## src/rtl/tqcs_ram.sv

```systemverilog
// Generic single-write, single-read RAM with registered read data.
// No dependencies.
module tqcs_ram #(
   parameter int WIDTH = 48,
   parameter int DEPTH = 64
) (
   input  logic                     clock,
   input  logic                     wr_en,
   input  logic [$clog2(DEPTH)-1:0] wr_addr,
   input  logic [WIDTH-1:0]         wr_data,
   input  logic [$clog2(DEPTH)-1:0] rd_addr,
   output logic [WIDTH-1:0]         rd_data
);

   logic [WIDTH-1:0] mem [DEPTH];

   always_ff @(posedge clock) begin
      if (wr_en) begin
         mem[wr_addr] <= wr_data;
      end
      rd_data <= mem[rd_addr];
   end

endmodule

```

## config.mk

```make
export PLATFORM = sky130hd
export DESIGN_NAME = tqcs_ram
export DESIGN_NICKNAME = d
export VERILOG_FILES = /design/src/rtl/tqcs_ram.sv
export SDC_FILE = /design/constraint.sdc
export NUM_CORES = 2
export LEC_CHECK = 0
export BUFFER_PORTS_ARGS = -buffer_cell sky130_fd_sc_hd__buf_2
export CAP_MARGIN = 30
export CORE_MARGIN = 2
export CORE_UTILIZATION = 42
export DETAILED_ROUTE_END_ITERATION = 10
export GPL_TIMING_DRIVEN = 0
export HOLD_SLACK_MARGIN = 0.1
export SLEW_MARGIN = 20
export SYNTH_ARGS = -nofsm -noshare
export SYNTH_HDL_FRONTEND = slang
export SYNTH_SLANG_ARGS = --single-unit
```

## constraint.sdc

```tcl
create_clock -name clock -period 13.1 [get_ports clock]
set_input_delay 2.62 -clock clock [delete_from_list [all_inputs] [get_ports clock]]
set_output_delay 2.62 -clock clock [all_outputs]
set_load 0.02 [all_outputs]
```

==> key figures <==
Die
  – Die Y: 532 um
  – Num rows: 193
  – Die Wd: 532 um
  – Num ports: 110
  – Initial Util: 0.423
  – Die area: 283000 sq um
  – Core Footprint: 277000 sq um

Pwr
  – Comb pwr share: 0.056
  – Static leakage: 43.0 nW
  – Worst VDD drop: 95.1 uV
  – Clock network fraction of total power: 0.417
  – Psw: 4.54 mW
  – Sequential Power Share: 0.528
  – Int Pwr: 16.4 mW
  – Switching Fraction: 0.216
  – Pwr/cell area: 152 nW/um^2

Global routing
  – Grt total ovfl: 0
  – Vias in the first global route: 58.5k
  – First-pass GRT wire length: 473000 um
  – Initial antenna violation count: 28
  – GRT Total Usage: 0.241
  – Pin count of the biggest net entering global routing: 65

STA
  – Final setup viols: 0
  – Max Slew Vio Count: 0
  – Final WS setup: 7.54 ns
  – Max_slew headroom: 0.272
  – Fmax: 180 MHz
  – Final min period: 5.56 ns
  – Worst Skew: 0.0513 ns
  – Final Hold Viols: 0
  – Final setup TNS: 0 ns
  – Unrepaired setup endpoints after global routing: no
  – Tcrit/Tclk final: 0.424
  – Slew @ Worst Pin: 1.09 ns

Critical path
  – FF-to-FF path depth: 5
  – CP top delay family: compound AO/OA/AOI/OAI gates
  – CP startpoint kind: input port
  – Slowest-stage cell, CP: a221oi_1
  – Reg2Reg Launch Point: mem[47][2]$_DFFE_PP_
  – Flop-to-flop setup slack: 10.71 ns
  – Worst stage delay on the critical path: 0.87 ns
  – Crit path DAT: 6.21 ns
  – Worst Path Required: 13.75 ns
  – Critical path class: in2reg
  – Buffers & Inverters on Critical Path: 4
  – Max Fanout on Critical Path: 10
  – Reg-to-Reg End: rd_data[2]$_DFF_P_
  – Worst Setup End Kind: flop
  – Crit-path most repeated cell: buf_2
  – CP Cell Sequence: buf_2, buf_2, buf_2, nand3b_1, clkbuf_1, o221ai_1, a21oi_1, a21oi_1, a221oi_1

Min path
  – Min-Delay Endpoint: rd_data[21]$_DFF_P_
  – Worst hold start: mem[34][21]$_DFFE_PP_
  – Hold Path Stages: 5
  – Worst Hold Class: reg2reg

Synth
  – Mapped Area: 117000 sq um
  – Synth Flop Type: edfxtp_1
  – Register area share after synthesis: 0.796
  – Yosys warns: 0
  – Number of synthesized flops with an enable pin: 3072
  – Cell taking the most area after synthesis: edfxtp_1
  – Seq cells post-synth: 3120
  – Ys async rst share: 0
  – Top post-synthesis cells by count: edfxtp_1 (3072), mux4_2 (754), nor2_1 (132)
  – Cell count after synthesis: 4970
  – Cell with the most instances after synthesis: edfxtp_1
  – Share of the synthesized area in the top cell type: 0.788
  – Synth area leaders: edfxtp_1 (79%), mux4_2 (14%), dfxtp_1 (0.82%)
  – Mapped Nets: 5032
  – Synthesized area per cell: 23.6 sq um
  – Yosys cell types: 36

CTS
  – Post-CTS Repair Setup Buffers: 0
  – Hold Buf Count CTS: 0
  – Num CTS Buffers: 317
  – H-Tree Depth: 5
  – Worst-path clk slew: 0.06 ns
  – Number of gates resized after cts: 0
  – CTS tree: yes
  – Clk sinks: 3120
  – Skew-Pair Late Insertion Delay: 0.87 ns
  – Clock tree buffer depth: 4
  – Root Driver: clkbuf_16

Layout
  – Synth-to-Final Area Change: 17.8%
  – Fin nets: 5710
  – Share of cells above drive strength 1: 0.307
  – Fill count: 21.8k

Routing
  – Routed WL per cell: 36.0 um
  – Routed Antenna Nets: 0
  – TritonRoute pass-1 iters: 5
  – Routed via count: 59.1k
  – Vias per cell: 6.15
  – Post-route DRC: 0
  – WL final: 345000 um
  – Initial DRC count: 9519

Flow run
  – MaxCap Viol Count: 0

Place
  – Routability congestion estimate: 0.820
  – DP HPWL: 234000 um
  – Port bufs: 101
  – Dpl ws: 6.58 ns

Run status
  – Status: finished, final reports clean
==> power by group through the flow <==
stage,Clock (mW),Combinational [mW],Sequential (mW)
after global routing,9.18,1.21,11.1
final,8.75,1.17,11.1
after floorplan,0,0.528,11.3
after detailed placement,0,1.16,11.3
after global placement,0,1.09,11.3
after CTS,8.82,1.16,11.1
==> metal layers <==
metal	GRT usage	up-vias	share of wire	routed length (um)
li1	-	22926	-	-
met1	0.346	32051	0.40	138000
met2	0.378	3565	0.47	163000
met3	0.0429	518	0.098	33700
met4	0.0708	6	0.032	11000
met5	0	-	0.00012	41
==> state kept, by name, summed over array words and instances, names as in the netlist <==
| register | cells |
|---|---|
| rd_data | 48 |
| mem | 3072 |
==> worst max path at each step <==
| stage | end | cells past startpoint | start | slack, ns |
|---|---|---|---|---|
| after floorplan | mem[48][0]$_DFFE_PP_ | 4 | wr_addr[3] | 6.20 |
| after global placement | mem[48][7]$_DFFE_PP_ | 4 | wr_addr[3] | 0.72 |
| after CTS | rd_data[45]$_DFF_P_ | 9 | rd_addr[1] | 7.52 |
| after global routing | rd_data[38]$_DFF_P_ | 7 | rd_addr[3] | 7.53 |
| final | rd_data[11]$_DFF_P_ | 9 | rd_addr[3] | 7.54 |
| after detailed placement | rd_data[45]$_DFF_P_ | 7 | rd_addr[3] | 6.58 |
==> logic make-up (layout without fill, tap and decap cells) <==
kind of cell    count (synthesis)  count (layout)  share of synthesized area
compound gates                486             486                     0.0302
buf+inv                       282            1199                     0.0128
flops                        3120            3120                      0.796
mux                           829             829                      0.152
other cells                     0               8                          0
simple gates                  253             253                    0.00957
==> per-stage QoR <==
stage | hold WS (ns) | instances | area [sq um] | utilization | power (mW)
after floorplan | 0.710 | 4970 | 117000 | - | 11.8
after global placement | 0.928 | 8776 | 122000 | 0.441 | 12.4
after detailed placement | 0.935 | 9024 | 128000 | 0.462 | 12.4
after CTS | 0.940 | 9582 | 138000 | 0.497 | 21.1
after global routing | 0.965 | 9595 | 138000 | 0.498 | 21.5
final | 0.948 | 9600 | 138000 | 0.498 | 21.0
==> layout make-up <==
class,instances,area [sq um],share of cell area
multi-input combinational,1568,22900,0.166
clock inverter,151,1290,0.00934
sequential,3120,93200,0.676
clock buffer,407,8520,0.0618
timing repair buffer,359,5840,0.0423
antenna,8,20.0,0.000145
tap,3705,4640,0.0336
buffer,282,1510,0.0110
==> cells in the final DEF (no fill, tap or decap), types with 45 or more instances in the layout <==
cell / n
a22oi_1: 72
nand2_1: 55
buf_16: 72
buf_2: 181
edfxtp_1: 3072
mux2i_1: 63
mux4_2: 754
buf_4: 100
a21oi_1: 74
nor2_4: 62
a221oi_1: 83
a22o_1: 57
dfxtp_1: 48
clkbuf_16: 326
nor2_1: 70
o22ai_1: 122
clkbuf_1: 162
clkinv_2: 45
buf_12: 142
clkinv_1: 64
==> worst register-to-register path: cells and delay by family (launching register included) <==
family         cells  cell delay [ns]
flip-flops         1             0.37
multiplexers       1             0.49
AO/OA/AOI/OAI      4             1.32
(Power assumes the default switching activity.)
